<file path="src/dsfm_pkg.sv">
`timescale 1ns / 1ps
// Shared types and constants of the direct-sound FIFO mixer.
package dsfm_pkg;

	localparam int SAMPLE_W = 16;
	localparam int BYTE_W   = 8;
	localparam int CNT_W    = 8;
	localparam int BIAS_W   = 10;
	localparam int AMP_W    = 4;
	localparam int ROUTE_W  = 4;
	localparam int OP_W     = 3;
	localparam int PADDR_W  = 5;
	localparam int PDATA_W  = 32;
	localparam int REG_IDX_W = 3;

	typedef logic [SAMPLE_W-1:0] sample_t;
	typedef logic [BYTE_W-1:0]   byte_t;
	typedef logic [OP_W-1:0]     op_code_t;
	typedef logic [REG_IDX_W-1:0] reg_idx_t;

	localparam op_code_t OP_WRITE_A    = 3'd0;
	localparam op_code_t OP_WRITE_B    = 3'd1;
	localparam op_code_t OP_TIMER      = 3'd2;
	localparam op_code_t OP_TICK       = 3'd3;
	localparam op_code_t OP_FIFO_RESET = 3'd4;

	localparam reg_idx_t REG_MASTER_ENABLE = 3'd0;
	localparam reg_idx_t REG_FIFO_A_TIMER  = 3'd1;
	localparam reg_idx_t REG_FIFO_B_TIMER  = 3'd2;
	localparam reg_idx_t REG_FIFO_A_FULL   = 3'd3;
	localparam reg_idx_t REG_FIFO_B_FULL   = 3'd4;
	localparam reg_idx_t REG_ROUTING       = 3'd5;
	localparam reg_idx_t REG_BIAS_LEVEL    = 3'd6;
	localparam reg_idx_t REG_AMPLIFICATION = 3'd7;

	localparam logic [BIAS_W-1:0] CLAMP_MAX  = 10'h3FF;
	localparam logic [BIAS_W-1:0] BIAS_RESET = 10'd256;
	localparam logic [AMP_W-1:0]  AMP_RESET  = 4'd1;
	localparam logic [CNT_W-1:0]  CNT_MAX    = 8'hFF;

endpackage

</file>
<file path="src/dsfm_cmd_if.sv">
`timescale 1ns / 1ps
// Command channel: FIFO writes, timer overflows, output ticks, FIFO resets.
interface dsfm_cmd_if;
	logic               valid;
	logic               ready;
	dsfm_pkg::op_code_t op;
	dsfm_pkg::byte_t    byte_data;
	logic               timer_id;
	logic               fifo_select;

	modport source (output valid, op, byte_data, timer_id, fifo_select, input ready);
	modport sink (input valid, op, byte_data, timer_id, fifo_select, output ready);
endinterface

</file>
<file path="src/dsfm_res_if.sv">
`timescale 1ns / 1ps
// Result channel: mixed samples and DMA requests.
interface dsfm_res_if;
	logic              valid;
	logic              ready;
	logic              sample_valid;
	dsfm_pkg::sample_t left_out;
	dsfm_pkg::sample_t right_out;
	logic              dma_request_a;
	logic              dma_request_b;

	modport source (output valid, sample_valid, left_out, right_out, dma_request_a,
		dma_request_b, input ready);
	modport sink (input valid, sample_valid, left_out, right_out, dma_request_a,
		dma_request_b, output ready);
endinterface

</file>
<file path="src/dsfm_ram.sv">
`timescale 1ns / 1ps
// Generic single-write, single-read RAM with registered read data.
module dsfm_ram #(
	parameter int WIDTH = 8,
	parameter int DEPTH = 32
) (
	input  logic                     clk,
	input  logic                     we,
	input  logic [$clog2(DEPTH)-1:0] waddr,
	input  logic [WIDTH-1:0]         wdata,
	input  logic [$clog2(DEPTH)-1:0] raddr,
	output logic [WIDTH-1:0]         rdata
);

	logic [WIDTH-1:0] mem [DEPTH];

	always_ff @(posedge clk) begin
		if (we) begin
			mem[waddr] <= wdata;
		end
		rdata <= mem[raddr];
	end

endmodule

</file>
<file path="src/direct_sound_fifo_mixer.sv">
`timescale 1ns / 1ps
// Direct-sound FIFO mixer top level: two sample FIFOs in RAM, averaging and mixing.
// A FIFO write or FIFO reset is handled in the idle state and gives no word. A timer
// overflow goes through the pop state, which uses the registered read of the FIFO RAMs,
// and gives one word with the DMA requests. For an output tick, both channel averages
// run through a 16-step restoring divider (one quotient bit per cycle, the two channels
// side by side), then the mix state does routing, bias and clamp and the final state
// bias removal and gain. One item is in work at a time; the finished word sits in an
// output register, so a new item is taken while the word waits, and a word-producing
// item holds only if that register is still full when it completes. No clearing pass
// follows reset: FIFO entries are read only after they were written.
module direct_sound_fifo_mixer #(
	parameter int FIFO_DEPTH    = 32,
	parameter int DMA_THRESHOLD = 16
) (
	input  logic                          clk,
	input  logic                          arst_n,
	dsfm_cmd_if.sink                      cmd,
	dsfm_res_if.source                    result,
	input  logic                          psel,
	input  logic                          penable,
	input  logic                          pwrite,
	input  logic [dsfm_pkg::PADDR_W-1:0]  paddr,
	input  logic [dsfm_pkg::PDATA_W-1:0]  pwdata,
	output logic [dsfm_pkg::PDATA_W-1:0]  prdata,
	output logic                          pready
);

	localparam int AW = $clog2(FIFO_DEPTH);
	localparam int LW = $clog2(FIFO_DEPTH + 1);
	localparam int DIV_STEPS = dsfm_pkg::SAMPLE_W;
	localparam int DCW = $clog2(DIV_STEPS);

	typedef enum logic [2:0] {ST_IDLE, ST_POP, ST_DIV, ST_MIX, ST_FIN} state_t;

	state_t state_q;

	// configuration
	logic                          master_en_q;
	logic [1:0]                    tmr_q;
	logic [1:0]                    full_q;
	logic [dsfm_pkg::ROUTE_W-1:0]  routing_q;
	logic [dsfm_pkg::BIAS_W-1:0]   bias_q;
	logic [dsfm_pkg::AMP_W-1:0]    amp_q;

	// per-channel state
	logic [LW-1:0]                 lvl_q [2];
	logic [AW-1:0]                 rd_q [2];
	dsfm_pkg::sample_t             sum_q [2];
	logic [dsfm_pkg::CNT_W-1:0]    cnt_q [2];
	logic [1:0]                    pop_q;

	// divider
	logic [DCW-1:0]                div_cnt_q;
	logic [1:0]                    neg_q;
	dsfm_pkg::sample_t             mag_q [2];
	logic [dsfm_pkg::CNT_W-1:0]    den_q [2];
	logic [dsfm_pkg::CNT_W-1:0]    rem_q [2];
	logic [dsfm_pkg::BIAS_W-1:0]   clamp_q [2];

	// result register
	logic                          res_valid_q;
	logic                          res_sample_q;
	dsfm_pkg::sample_t             res_left_q;
	dsfm_pkg::sample_t             res_right_q;
	logic                          res_dma_a_q;
	logic                          res_dma_b_q;

	// RAM ports
	logic                          ram_we [2];
	logic [AW-1:0]                 ram_waddr [2];
	dsfm_pkg::byte_t               ram_rdata [2];

	// combinational
	logic                          acc;
	logic                          cfg_wr;
	dsfm_pkg::reg_idx_t            cfg_idx;
	logic                          out_free;
	logic [AW:0]                   wsum [2];
	logic                          can_push [2];
	dsfm_pkg::byte_t               pop_byte [2];
	dsfm_pkg::sample_t             pop_ext [2];
	dsfm_pkg::sample_t             pop_val [2];
	dsfm_pkg::sample_t             sum_nx [2];
	logic [dsfm_pkg::CNT_W-1:0]    cnt_nx [2];
	logic [LW-1:0]                 lvl_nx [2];
	logic [AW-1:0]                 rd_nx [2];
	logic [1:0]                    dma_nx;
	logic [dsfm_pkg::CNT_W:0]      trial [2];
	logic [1:0]                    qbit;
	dsfm_pkg::sample_t             avg [2];
	dsfm_pkg::sample_t             mix [2];
	dsfm_pkg::sample_t             biased [2];
	logic [dsfm_pkg::BIAS_W-1:0]   clamp_nx [2];
	logic [dsfm_pkg::BIAS_W:0]     diff [2];
	dsfm_pkg::sample_t             scaled [2];

	assign acc      = cmd.valid && cmd.ready;
	assign cmd.ready = (state_q == ST_IDLE);
	assign out_free = !res_valid_q || result.ready;
	assign cfg_wr   = psel && penable && pwrite;
	assign cfg_idx  = paddr[dsfm_pkg::PADDR_W-1:2];
	assign pready   = 1'b1;

	assign result.valid         = res_valid_q;
	assign result.sample_valid  = res_sample_q;
	assign result.left_out      = res_left_q;
	assign result.right_out     = res_right_q;
	assign result.dma_request_a = res_dma_a_q;
	assign result.dma_request_b = res_dma_b_q;

	always_comb begin
		prdata = '0;
		unique case (cfg_idx)
			dsfm_pkg::REG_MASTER_ENABLE: prdata[0] = master_en_q;
			dsfm_pkg::REG_FIFO_A_TIMER:  prdata[0] = tmr_q[0];
			dsfm_pkg::REG_FIFO_B_TIMER:  prdata[0] = tmr_q[1];
			dsfm_pkg::REG_FIFO_A_FULL:   prdata[0] = full_q[0];
			dsfm_pkg::REG_FIFO_B_FULL:   prdata[0] = full_q[1];
			dsfm_pkg::REG_ROUTING:       prdata[dsfm_pkg::ROUTE_W-1:0] = routing_q;
			dsfm_pkg::REG_BIAS_LEVEL:    prdata[dsfm_pkg::BIAS_W-1:0] = bias_q;
			dsfm_pkg::REG_AMPLIFICATION: prdata[dsfm_pkg::AMP_W-1:0] = amp_q;
		endcase
	end

	always_comb begin
		for (int c = 0; c < 2; c++) begin
			// push address: head plus level, wrapped
			wsum[c] = {1'b0, rd_q[c]} + (AW+1)'(lvl_q[c]);
			ram_waddr[c] = (wsum[c] >= (AW+1)'(FIFO_DEPTH)) ?
				AW'(wsum[c] - (AW+1)'(FIFO_DEPTH)) : AW'(wsum[c]);
			can_push[c] = lvl_q[c] < LW'(FIFO_DEPTH);

			// pop
			pop_byte[c] = (lvl_q[c] != '0) ? ram_rdata[c] : '0;
			pop_ext[c]  = {{(dsfm_pkg::SAMPLE_W-dsfm_pkg::BYTE_W){pop_byte[c][7]}}, pop_byte[c]};
			pop_val[c]  = full_q[c] ? pop_ext[c] :
				{{2{pop_ext[c][15]}}, pop_ext[c][15:2]};
			sum_nx[c] = (cnt_q[c] == '0) ? pop_val[c] : sum_q[c] + pop_val[c];
			cnt_nx[c] = (cnt_q[c] == dsfm_pkg::CNT_MAX) ? cnt_q[c] : cnt_q[c] + 1'b1;
			lvl_nx[c] = (lvl_q[c] == '0) ? lvl_q[c] : lvl_q[c] - 1'b1;
			rd_nx[c]  = (lvl_q[c] == '0) ? rd_q[c] :
				(rd_q[c] == AW'(FIFO_DEPTH - 1)) ? '0 : rd_q[c] + 1'b1;
			dma_nx[c] = pop_q[c] && (32'(lvl_nx[c]) <= DMA_THRESHOLD);

			// restoring divide step
			trial[c] = {rem_q[c], mag_q[c][15]};
			qbit[c]  = trial[c] >= {1'b0, den_q[c]};

			// sign restore, routing, bias, clamp, bias removal, gain
			avg[c] = neg_q[c] ? (~mag_q[c] + 16'd1) : mag_q[c];
		end
		mix[0] = (routing_q[0] ? avg[0] : '0) + (routing_q[2] ? avg[1] : '0);
		mix[1] = (routing_q[1] ? avg[0] : '0) + (routing_q[3] ? avg[1] : '0);
		for (int c = 0; c < 2; c++) begin
			biased[c] = mix[c] + {{(dsfm_pkg::SAMPLE_W-dsfm_pkg::BIAS_W){1'b0}}, bias_q};
			if (biased[c][15]) begin
				clamp_nx[c] = '0;
			end else if (biased[c][14:10] != '0) begin
				clamp_nx[c] = dsfm_pkg::CLAMP_MAX;
			end else begin
				clamp_nx[c] = biased[c][9:0];
			end
			diff[c]   = {1'b0, clamp_q[c]} - {1'b0, bias_q};
			scaled[c] = {{(dsfm_pkg::SAMPLE_W-dsfm_pkg::BIAS_W-1){diff[c][10]}}, diff[c]} *
				{{(dsfm_pkg::SAMPLE_W-dsfm_pkg::AMP_W){1'b0}}, amp_q};
		end
		ram_we[0] = acc && (cmd.op == dsfm_pkg::OP_WRITE_A) && can_push[0];
		ram_we[1] = acc && (cmd.op == dsfm_pkg::OP_WRITE_B) && can_push[1];
	end

	dsfm_ram #(.WIDTH(dsfm_pkg::BYTE_W), .DEPTH(FIFO_DEPTH)) u_ram_a (
		.clk   (clk),
		.we    (ram_we[0]),
		.waddr (ram_waddr[0]),
		.wdata (cmd.byte_data),
		.raddr (rd_q[0]),
		.rdata (ram_rdata[0])
	);

	dsfm_ram #(.WIDTH(dsfm_pkg::BYTE_W), .DEPTH(FIFO_DEPTH)) u_ram_b (
		.clk   (clk),
		.we    (ram_we[1]),
		.waddr (ram_waddr[1]),
		.wdata (cmd.byte_data),
		.raddr (rd_q[1]),
		.rdata (ram_rdata[1])
	);

	always_ff @(posedge clk or negedge arst_n) begin
		if (!arst_n) begin
			state_q      <= ST_IDLE;
			master_en_q  <= 1'b0;
			tmr_q        <= '0;
			full_q       <= '0;
			routing_q    <= '0;
			bias_q       <= dsfm_pkg::BIAS_RESET;
			amp_q        <= dsfm_pkg::AMP_RESET;
			for (int c = 0; c < 2; c++) begin
				lvl_q[c] <= '0;
				rd_q[c]  <= '0;
				sum_q[c] <= '0;
				cnt_q[c] <= '0;
			end
			pop_q        <= '0;
			div_cnt_q    <= '0;
			res_valid_q  <= 1'b0;
		end else begin
			if (result.ready) begin
				res_valid_q <= 1'b0;
			end

			if (cfg_wr) begin
				unique case (cfg_idx)
					dsfm_pkg::REG_MASTER_ENABLE: begin
						master_en_q <= pwdata[0];
						if (!pwdata[0]) begin
							for (int c = 0; c < 2; c++) begin
								sum_q[c] <= '0;
								cnt_q[c] <= '0;
							end
						end
					end
					dsfm_pkg::REG_FIFO_A_TIMER:  tmr_q[0]  <= pwdata[0];
					dsfm_pkg::REG_FIFO_B_TIMER:  tmr_q[1]  <= pwdata[0];
					dsfm_pkg::REG_FIFO_A_FULL:   full_q[0] <= pwdata[0];
					dsfm_pkg::REG_FIFO_B_FULL:   full_q[1] <= pwdata[0];
					dsfm_pkg::REG_ROUTING:       routing_q <= pwdata[dsfm_pkg::ROUTE_W-1:0];
					dsfm_pkg::REG_BIAS_LEVEL:    bias_q    <= pwdata[dsfm_pkg::BIAS_W-1:0];
					dsfm_pkg::REG_AMPLIFICATION: amp_q     <= pwdata[dsfm_pkg::AMP_W-1:0];
				endcase
			end

			unique case (state_q)
				ST_IDLE: begin
					if (acc) begin
						priority case (cmd.op)
							dsfm_pkg::OP_WRITE_A: begin
								if (can_push[0]) begin
									lvl_q[0] <= lvl_q[0] + 1'b1;
								end
							end
							dsfm_pkg::OP_WRITE_B: begin
								if (can_push[1]) begin
									lvl_q[1] <= lvl_q[1] + 1'b1;
								end
							end
							dsfm_pkg::OP_TIMER: begin
								for (int c = 0; c < 2; c++) begin
									pop_q[c] <= master_en_q && (tmr_q[c] == cmd.timer_id);
								end
								state_q <= ST_POP;
							end
							dsfm_pkg::OP_TICK: begin
								for (int c = 0; c < 2; c++) begin
									neg_q[c] <= sum_q[c][15];
									mag_q[c] <= sum_q[c][15] ? (~sum_q[c] + 16'd1) : sum_q[c];
									den_q[c] <= (cnt_q[c] == '0) ? 8'd1 : cnt_q[c];
									rem_q[c] <= '0;
									cnt_q[c] <= '0;
								end
								div_cnt_q <= DCW'(DIV_STEPS - 1);
								state_q   <= ST_DIV;
							end
							dsfm_pkg::OP_FIFO_RESET: begin
								if (cmd.fifo_select) begin
									lvl_q[1] <= '0;
								end else begin
									lvl_q[0] <= '0;
								end
							end
							default: begin
							end
						endcase
					end
				end
				ST_POP: begin
					if (out_free) begin
						for (int c = 0; c < 2; c++) begin
							if (pop_q[c]) begin
								sum_q[c] <= sum_nx[c];
								cnt_q[c] <= cnt_nx[c];
								lvl_q[c] <= lvl_nx[c];
								rd_q[c]  <= rd_nx[c];
							end
						end
						res_valid_q  <= 1'b1;
						res_sample_q <= 1'b0;
						res_left_q   <= '0;
						res_right_q  <= '0;
						res_dma_a_q  <= dma_nx[0];
						res_dma_b_q  <= dma_nx[1];
						state_q      <= ST_IDLE;
					end
				end
				ST_DIV: begin
					for (int c = 0; c < 2; c++) begin
						rem_q[c] <= qbit[c] ? dsfm_pkg::CNT_W'(trial[c] - {1'b0, den_q[c]}) :
							dsfm_pkg::CNT_W'(trial[c]);
						mag_q[c] <= {mag_q[c][14:0], qbit[c]};
					end
					div_cnt_q <= div_cnt_q - 1'b1;
					if (div_cnt_q == '0) begin
						state_q <= ST_MIX;
					end
				end
				ST_MIX: begin
					for (int c = 0; c < 2; c++) begin
						clamp_q[c] <= clamp_nx[c];
					end
					state_q <= ST_FIN;
				end
				ST_FIN: begin
					if (out_free) begin
						res_valid_q  <= 1'b1;
						res_sample_q <= 1'b1;
						res_left_q   <= scaled[0];
						res_right_q  <= scaled[1];
						res_dma_a_q  <= 1'b0;
						res_dma_b_q  <= 1'b0;
						state_q      <= ST_IDLE;
					end
				end
				default: state_q <= ST_IDLE;
			endcase
		end
	end

	a_level_bound: assert property (@(posedge clk) disable iff (!arst_n)
		lvl_q[0] <= LW'(FIFO_DEPTH) && lvl_q[1] <= LW'(FIFO_DEPTH))
		else $error("FIFO level above depth");

	a_tick_no_dma: assert property (@(posedge clk) disable iff (!arst_n)
		result.valid && result.sample_valid |-> !result.dma_request_a && !result.dma_request_b)
		else $error("DMA request on a mixed sample word");

	a_tick_clears_count: assert property (@(posedge clk) disable iff (!arst_n)
		acc && cmd.op == dsfm_pkg::OP_TICK |=> cnt_q[0] == '0 && cnt_q[1] == '0)
		else $error("counts not cleared by output tick");

	a_full_drop: assert property (@(posedge clk) disable iff (!arst_n)
		acc && cmd.op == dsfm_pkg::OP_WRITE_A && lvl_q[0] == LW'(FIFO_DEPTH)
		|=> lvl_q[0] == LW'(FIFO_DEPTH))
		else $error("write to full FIFO A changed its level");

endmodule
</file>
<file path="src/flat_wrapper.sv">
// flat-port wrapper written by rule: the top's interface ports become plain ports
module direct_sound_fifo_mixer_flat 
#(
	parameter int FIFO_DEPTH    = 32,
	parameter int DMA_THRESHOLD = 16
)
  (clk, arst_n, psel, penable, pwrite, paddr, pwdata, prdata, pready, cmd_valid, cmd_op, cmd_byte_data, cmd_timer_id, cmd_fifo_select, cmd_ready, result_valid, result_sample_valid, result_left_out, result_right_out, result_dma_request_a, result_dma_request_b, result_ready);
  dsfm_cmd_if cmd_i ();
  dsfm_res_if result_i ();
  input  logic clk;
  input  logic arst_n;
  input  logic psel;
  input  logic penable;
  input  logic pwrite;
  input  logic [dsfm_pkg::PADDR_W-1:0] paddr;
  input  logic [dsfm_pkg::PDATA_W-1:0] pwdata;
  output logic [dsfm_pkg::PDATA_W-1:0] prdata;
  output logic pready;
  input wire logic [$bits(cmd_i.valid)-1:0] cmd_valid;
  input wire logic [$bits(cmd_i.op)-1:0] cmd_op;
  input wire logic [$bits(cmd_i.byte_data)-1:0] cmd_byte_data;
  input wire logic [$bits(cmd_i.timer_id)-1:0] cmd_timer_id;
  input wire logic [$bits(cmd_i.fifo_select)-1:0] cmd_fifo_select;
  output wire logic [$bits(cmd_i.ready)-1:0] cmd_ready;
  output wire logic [$bits(result_i.valid)-1:0] result_valid;
  output wire logic [$bits(result_i.sample_valid)-1:0] result_sample_valid;
  output wire logic [$bits(result_i.left_out)-1:0] result_left_out;
  output wire logic [$bits(result_i.right_out)-1:0] result_right_out;
  output wire logic [$bits(result_i.dma_request_a)-1:0] result_dma_request_a;
  output wire logic [$bits(result_i.dma_request_b)-1:0] result_dma_request_b;
  input wire logic [$bits(result_i.ready)-1:0] result_ready;
  assign cmd_i.valid = cmd_valid;
  assign cmd_i.op = cmd_op;
  assign cmd_i.byte_data = cmd_byte_data;
  assign cmd_i.timer_id = cmd_timer_id;
  assign cmd_i.fifo_select = cmd_fifo_select;
  assign cmd_ready = cmd_i.ready;
  assign result_valid = result_i.valid;
  assign result_sample_valid = result_i.sample_valid;
  assign result_left_out = result_i.left_out;
  assign result_right_out = result_i.right_out;
  assign result_dma_request_a = result_i.dma_request_a;
  assign result_dma_request_b = result_i.dma_request_b;
  assign result_i.ready = result_ready;
  direct_sound_fifo_mixer #(.FIFO_DEPTH(FIFO_DEPTH), .DMA_THRESHOLD(DMA_THRESHOLD)) u_core (.clk(clk), .arst_n(arst_n), .cmd(cmd_i), .result(result_i), .psel(psel), .penable(penable), .pwrite(pwrite), .paddr(paddr), .pwdata(pwdata), .prdata(prdata), .pready(pready));
endmodule
</file>
<file path="config.mk">
export PLATFORM = sky130hd
export DESIGN_NAME = direct_sound_fifo_mixer_flat
export DESIGN_NICKNAME = d
export VERILOG_FILES = /design/src/dsfm_pkg.sv /design/src/dsfm_cmd_if.sv /design/src/dsfm_res_if.sv /design/src/dsfm_ram.sv /design/src/direct_sound_fifo_mixer.sv /design/src/flat_wrapper.sv
export SDC_FILE = /design/constraint.sdc
export NUM_CORES = 2
export LEC_CHECK = 0
export ABC_AREA = 1
export BUFFER_PORTS_ARGS = -buffer_cell sky130_fd_sc_hd__clkbuf_2
export CAP_MARGIN = 40
export CORE_ASPECT_RATIO = 1.2
export CORE_MARGIN = 3
export CORE_UTILIZATION = 50
export CTS_CLUSTER_DIAMETER = 60
export CTS_CLUSTER_SIZE = 10
export DETAILED_ROUTE_END_ITERATION = 10
export GPL_TIMING_DRIVEN = 0
export PLACE_DENSITY = 0.76
export SETUP_SLACK_MARGIN = 0.5
export SYNTH_ARGS = -nofsm -noshare
export SYNTH_HDL_FRONTEND = slang
export SYNTH_SLANG_ARGS = --single-unit
</file>
<file path="constraint.sdc">
create_clock -name clk -period 6.55 [get_ports clk]
set_clock_uncertainty 0.15 [all_clocks]
set_input_delay 0.9825 -clock clk [delete_from_list [all_inputs] [get_ports clk]]
set_output_delay 0.9825 -clock clk [all_outputs]
set_load 0.02 [all_outputs]
</file>
# After elaboration in Yosys (flattened, before gate mapping)
# Memory sizes are Yosys's and may differ from the RTL's. A register that Yosys moved wholly into a read port is not among the register bits.
# Cells that the tools add are included.
# W data, S select, Z words.
op_classes:
  n_addsub: 27
  multipliers: 2
  order_cmp: 8
  n_eq_ne: 38
  mux: 99
  bitwise_logic: 10
  reduce_logical: 49
ops:
  columns: ["operator", "n"]
  rows:
  - ["$mux W16", 23]
  - ["$mux W32", 5]
  - ["$mux W8", 12]
  - ["$pmux W16 S2", 3]
  - ["$add A16 B1 Y16 const B", 4]
  - ["$add A16 B16 Y16", 4]
  - ["$not A16 Y16", 4]
  - ["$mux W6", 9]
  - ["$mux W10", 4]
  - ["$add A16 B10 Y16", 2]
  - ["$mul A11 B5 Y16", 2]
  - ["$mux W12", 2]
  - ["$pmux W12 S2", 1]
  - ["$pmux W6 S2", 2]
  - ["$sub A10 B10 Y11", 2]
  - ["$ne A3 B3 Y1 const B", 7]
  - ["$mux W5", 4]
  - ["$reduce_and A4 Y1", 5]
  - ["$mux W1", 19]
  - ["$eq A3 B2 Y1 const B", 6]
  - ["$eq A3 B3 Y1 const B", 6]
  - ["$ge A9 B8 Y1", 2]
  - ["$add A8 B1 Y8 const B", 2]
  - ["$eq A8 B8 Y1 const B", 2]
  - ["41 further kinds", 101]
totals:
  reg_bits: 140
  mem_bits_rw: 596
  output_inout_bits: 70
  elab_cells: 265
  memories: 6
mem_list:
  columns: ["memory", "words", "word_bits", "read_ports", "rd_clocked_by_memory_dff", "write_ports", "line_no", "rtl"]
  rows:
  - ["u_core.u_ram_a.mem", 32, 8, 1, 1, 1, "dsfm_ram.sv:15", "logic [WIDTH-1:0] mem [DEPTH];"]
  - ["u_core.u_ram_b.mem", 32, 8, 1, 1, 1, "dsfm_ram.sv:15", null]
  - ["u_core.mag_q", 2, 16, 2, 0, 2, "direct_sound_fifo_mixer.sv:56", "dsfm_pkg::sample_t mag_q [2];"]
  - ["u_core.clamp_q", 2, 10, 2, 0, 2, "direct_sound_fifo_mixer.sv:59", "logic [dsfm_pkg::BIAS_W-1:0] clamp_q [2];"]
  - ["u_core.den_q", 2, 8, 2, 0, 2, "direct_sound_fifo_mixer.sv:57", "logic [dsfm_pkg::CNT_W-1:0] den_q [2];"]
  - ["u_core.rem_q", 2, 8, 2, 0, 2, "direct_sound_fifo_mixer.sv:58", "logic [dsfm_pkg::CNT_W-1:0] rem_q [2];"]

# Depth between registers and ports, before layout
# An unclocked memory read counts as a cell.
depth:
  word_depth: 10
  ltp_mapped: 26
  depth_no_buf: 26

# By module
# A second synthesis with hierarchy kept.
hier_totals:
  cells_unflattened: 4619
  area_unflattened_um2: 42475.7
by_module_without_submodules:
  columns: ["module", "n_inst", "cells_each", "area_per_inst_um2", "seq_area_each_um2"]
  rows:
  - ["dsfm_ram", 2, 922, 10786.6, 7847.5]
  - ["direct_sound_fifo_mixer", 1, 2775, 20902.5, 6213.5]

# Worst setup path before layout
# OpenSTA, ideal clock, no wires.
synth_path:
  path_kind: "input -> register"
  from: "input port cmd_op[2]"
  to: "memory u_core.mag_q[0][0] (netlist name) (enable)"
  setup_ns: 0.520
  t_arrival_ns: 4.862
  slack_ns: 1.018
  path_stages: 5
  path_buffers: 0
  path_cell_list: "inv_1 -> nand3_1 -> o21ai_0 -> nand2_1 -> o21ai_0"
synth_lines:
  columns: ["element", "line_no", "rtl"]
  rows:
  - ["start, declared", "flat_wrapper.sv:20", "input wire logic [$bits(cmd_i.op)-1:0] cmd_op;"]
  - ["end, declared", "direct_sound_fifo_mixer.sv:56", null]

# Worst setup path in the final report
layout_path:
  from: "register u_core.bias_q[0] (netlist name)"
  to: "register u_core.res_right_q[15] (netlist: u_core.result.right_out[15]) (data pin)"
layout_via:
  elab_chain_cells: 4
layout_rtl:
  columns: ["element", "line_no", "rtl"]
  rows:
  - ["start, declared", "direct_sound_fifo_mixer.sv:43", "logic [dsfm_pkg::BIAS_W-1:0] bias_q;"]
  - ["start signal, assigned", "direct_sound_fifo_mixer.sv:197", "bias_q <= dsfm_pkg::BIAS_RESET;"]
  - ["start signal, assigned", "direct_sound_fifo_mixer.sv:229", "dsfm_pkg::REG_BIAS_LEVEL: bias_q <= pwdata[dsfm_pkg::BIAS_W-1:0];"]
  - ["$sub A10 B10 Y11", "direct_sound_fifo_mixer.sv:164", "diff[c] = {1'b0, clamp_q[c]} - {1'b0, bias_q};"]
  - ["$mul A11 B5 Y16", "direct_sound_fifo_mixer.sv:165", "scaled[c] = {{(dsfm_pkg::SAMPLE_W-dsfm_pkg::BIAS_W-1){diff[c][10]}}, diff[c]} *"]
  - ["$mux W16", "direct_sound_fifo_mixer.sv:314", "if (out_free) begin"]
  - ["$pmux W16 S2", "direct_sound_fifo_mixer.sv:234", "unique case (state_q)"]
  - ["end signal, assigned", "direct_sound_fifo_mixer.sv:318", "res_right_q <= scaled[1];"]
  - ["end, declared", "direct_sound_fifo_mixer.sv:65", "dsfm_pkg::sample_t res_right_q;"]
# Every way passes these cells. The select of a mux whose other input is x is not followed.
# A chain may end at the register's enable or synchronous reset.

==> impl_results.md <==
- Post-place setup slack: 1.12 ns
- HP Class: reg2reg
- Cell count after placement: 5581
- Final Util: 0.565
- Area added between synthesis and finish: 11.6%
- Worst Setup End Kind: flip-flop
- Crit share post-route: 0.841
- Final hold vios: 0
- Core area: 82200 um^2
- Worst-margin pin slew: 0.985 ns
- Worst setup SP type: flip-flop
- RSZ-0062 raised after global routing: no
- Ys async rst share: 0.137
- Final Total Pwr: 22.5 mW
- Final Setup Violations: 0
- DRT iter0 DRCs: 3365
- Synth Cell Area: 41600 um^2
- Critical Path AT: 5.76 ns
- Post-DP HPWL: 81800 um
- Post-synthesis register bit count: 752
- Fraction of layout instances using a drive strength above 1: 0.0784
- Gpl congestion: 0.963
- Clk sinks: 752
- Largest family of logic cells by synthesized area: simple AND/OR/NAND/NOR gates
- Non-filler instance count after layout: 5729
- Post-synthesis sequential area ratio: 0.527
- Synth warn: 0
- Min-Delay Path Depth: 0
- Final Cell Area: 46400 um^2
- Antenna violations before repair: 2
- Setup TNS: 0 ns
- PortBufs: 79
- Distinct cells, synth: 60
- Largest net degree at the start of global routing: 103
- Clk root buf: clkbuf_16
- Top FF cell, synth: edfxtp_1
- Syn Inst Count: 4337
- Worst-skew pair later-pin latency: 0.66 ns
- Fin. max-slew vios: 0
- CTS resizes: 0
- Via count: 32.6k
- Power density cells: 485 nW/um^2
- Syn avg cell area: 9.59 um^2
- Full die area: 86700 um^2
- CP Max Fanout: 6
- Number of remaining DRC errors: 0
- Metal2 WL: 55200 um
- F_max: 182 MHz
- CP Data Required Time: 6.80 ns
- Total wire length: 112000 um
- Drt via density: 5.69
- CTS tree: yes
- Drt pass-1 iters: 7
- XOR/XNOR Fraction of Synth Area: 0.0276
- Gr usage total: 0.253
- Post-synth EDFFs: 633
- First-pass GRT wire length: 174000 um
- Post-Synth Adder-Cell Area: 0.0940
- Min Clock Period, post-route: 5.51 ns
- Die H: 322 um
- Filler Cells Inserted: 6832
- Status: complete, no violations
- Worst-case clock buffer depth: 3
- Nets: 4886
- Clk pin slew, worst setup/hold paths: 0.06 ns
- GRT overflow: 0
- Num CTS Buffers: 86
- Row cnt: 115
- Final Worst Setup Slack: 1.04 ns
- Starting density of the core: 0.506
- Post-synthesis compound-gate area fraction: 0.135
- Relative slew margins: 0.341
- Die W: 269 um
- Register-to-Register Path Depth: 24
- Wire per inst: 19.5 um
- Maximum VDD drop: 0.293 mV
- Post-placement cell area: 43900 um^2
- Max Cap Violations: 0
- Type of the worst setup path: reg2reg
- Post-synthesis mux area share: 0.00159
- DRT met1 WL: 43500 um
- Vias in the first global route: 31.7k
- DR WL met3: 8640 um
- Max Used Layer: met5
- Leakage: 18.9 nW
- Io pins: 127
- Final ANT Viol Nets: 0
- WHS: 0.285 ns
- H-tree depth: 3
- Synth Area in Simple Gates: 0.147
worst max-delay path: stages, from the launching register on:
cell     delay (ns)
dfrtp_1        0.56
ha_1           0.23
inv_1          0.08
fa_1           0.40
nand3_1        0.09
nand2_1        0.08
a21oi_1        0.31
nor2_1         0.07
nor2_1         0.14
xor2_1         0.31
inv_1          0.14
nor2_1         0.11
ha_1           0.26
fa_1           0.49
inv_1          0.05
fa_1           0.50
inv_1          0.04
ha_1           0.33
nand2_1        0.10
inv_1          0.08
nand2_1        0.06
nor4_1         0.36
nor2_1         0.12
a21oi_1        0.14
nor2_1         0.06
per-layer routing:
metal | global-route usage | up-vias
met5 | 0 | -
met4 | 0.102 | 4
met3 | 0.0349 | 274
met2 | 0.447 | 1435
met1 | 0.316 | 15600
li1 | - | 15300
kinds of logic (layout without fill, tap and decap cells):
| kind of cell | Yosys count | in the layout |
|---|---|---|
| AO/OA/AOI/OAI | 998 | 998 |
| other | 2 | 26 |
| buffers and inverters | 703 | 960 |
| XOR/XNOR | 131 | 131 |
| adder cells (fa/ha/maj) | 267 | 267 |
| flip-flops | 752 | 752 |
| AND/OR/NAND/NOR | 1478 | 1478 |
| multiplexers | 6 | 6 |
cells in the mapped netlist (all sizes together) (41+ instances only):
cell      n  area share
nor2    634       0.059
edfxtp  633        0.46
nand2   590       0.054
inv     511       0.046
o21ai   467       0.056
a21oi   258       0.032
ha      191       0.057
nand3   153       0.019
o22ai   136       0.020
clkbuf  104      0.0094
dfrtp   101       0.061
xor2     90       0.019
buf      80       0.011
fa       76       0.037
o221ai   44      0.0093
xnor2    41      0.0086
power breakdown:
part | internal, mW | leakage (nW) | switching, mW | total (mW)
clock network | 2.48 | 1.20 | 1.89 | 4.36
registers | 5.87 | 7.12 | 0.475 | 6.35
logic | 3.82 | 10.6 | 7.99 | 11.8
total | 12.2 | 18.9 | 10.4 | 22.5
cell type report:
class	instances	area (um^2)	share of cell area
Inverter	519	1950	0.0420
Sequential cell	752	21900	0.472
Buffer	184	866	0.0187
Timing Repair Buffer	116	832	0.0179
Clock inverter	10	158	0.00340
Tap cell	1111	1390	0.0299
Clock buffer	131	2350	0.0507
Antenna cell	3	7.51	0.000162
Multi-Input combinational cell	2903	17000	0.365
final timing paths:
| check | from | endpoint | slack [ns] |
|---|---|---|---|
| min in group asynchronous | arst_n | u_core.sum_q[14] | 0.57 |
| min | u_core.sum_q[15] | u_core.neg_q[1] | 0.28 |
| max in group asynchronous | arst_n | u_core.rd_q[6] | 4.95 |
| min reg2reg | u_core.sum_q[15] | u_core.neg_q[1] | 0.28 |
| max | u_core.bias_q[0] | u_core.result.right_out[15] | 1.04 |
| max reg2reg | u_core.bias_q[0] | u_core.result.right_out[15] | 1.04 |
flip-flops by register name, indices dropped and copies added (netlist names), 2 cells and up:
signal	cells
u_core.u_ram_a.mem	256
u_core.u_ram_b.mem	256
u_core.mag_q	32
u_core.sum_q	32
u_core.clamp_q	20
u_core.cnt_q	16
u_core.den_q	16
u_core.rem_q	16
u_core.result.left_out	16
u_core.result.right_out	16
u_core.lvl_q	12
u_core.bias_q	10
u_core.rd_q	10
u_core.u_ram_a.rdata	8
u_core.u_ram_b.rdata	8
u_core.amp_q	4
u_core.div_cnt_q	4
u_core.routing_q	4
u_core.state_q	3
u_core.full_q	2
u_core.neg_q	2
u_core.pop_q	2
u_core.tmr_q	2
placed cells by master, fill, tap and decap left out, drive strengths merged, types with 76 or more instances in the layout:
master	Yosys	routed
nor2	634	634
edfxtp	633	633
nand2	590	590
inv	511	513
o21ai	467	467
clkbuf	104	314
a21oi	258	258
ha	191	191
nand3	153	153
o22ai	136	136
buf	80	116
dfrtp	101	101
xor2	90	90
fa	76	76
timing repair:
item | CTS | global route
setup buffers | 0 | 0
hold buffers | 1 | 0
endpoints found under the hold margin | 2 | 0
Note: power is estimated with default switching activity, not from simulation.
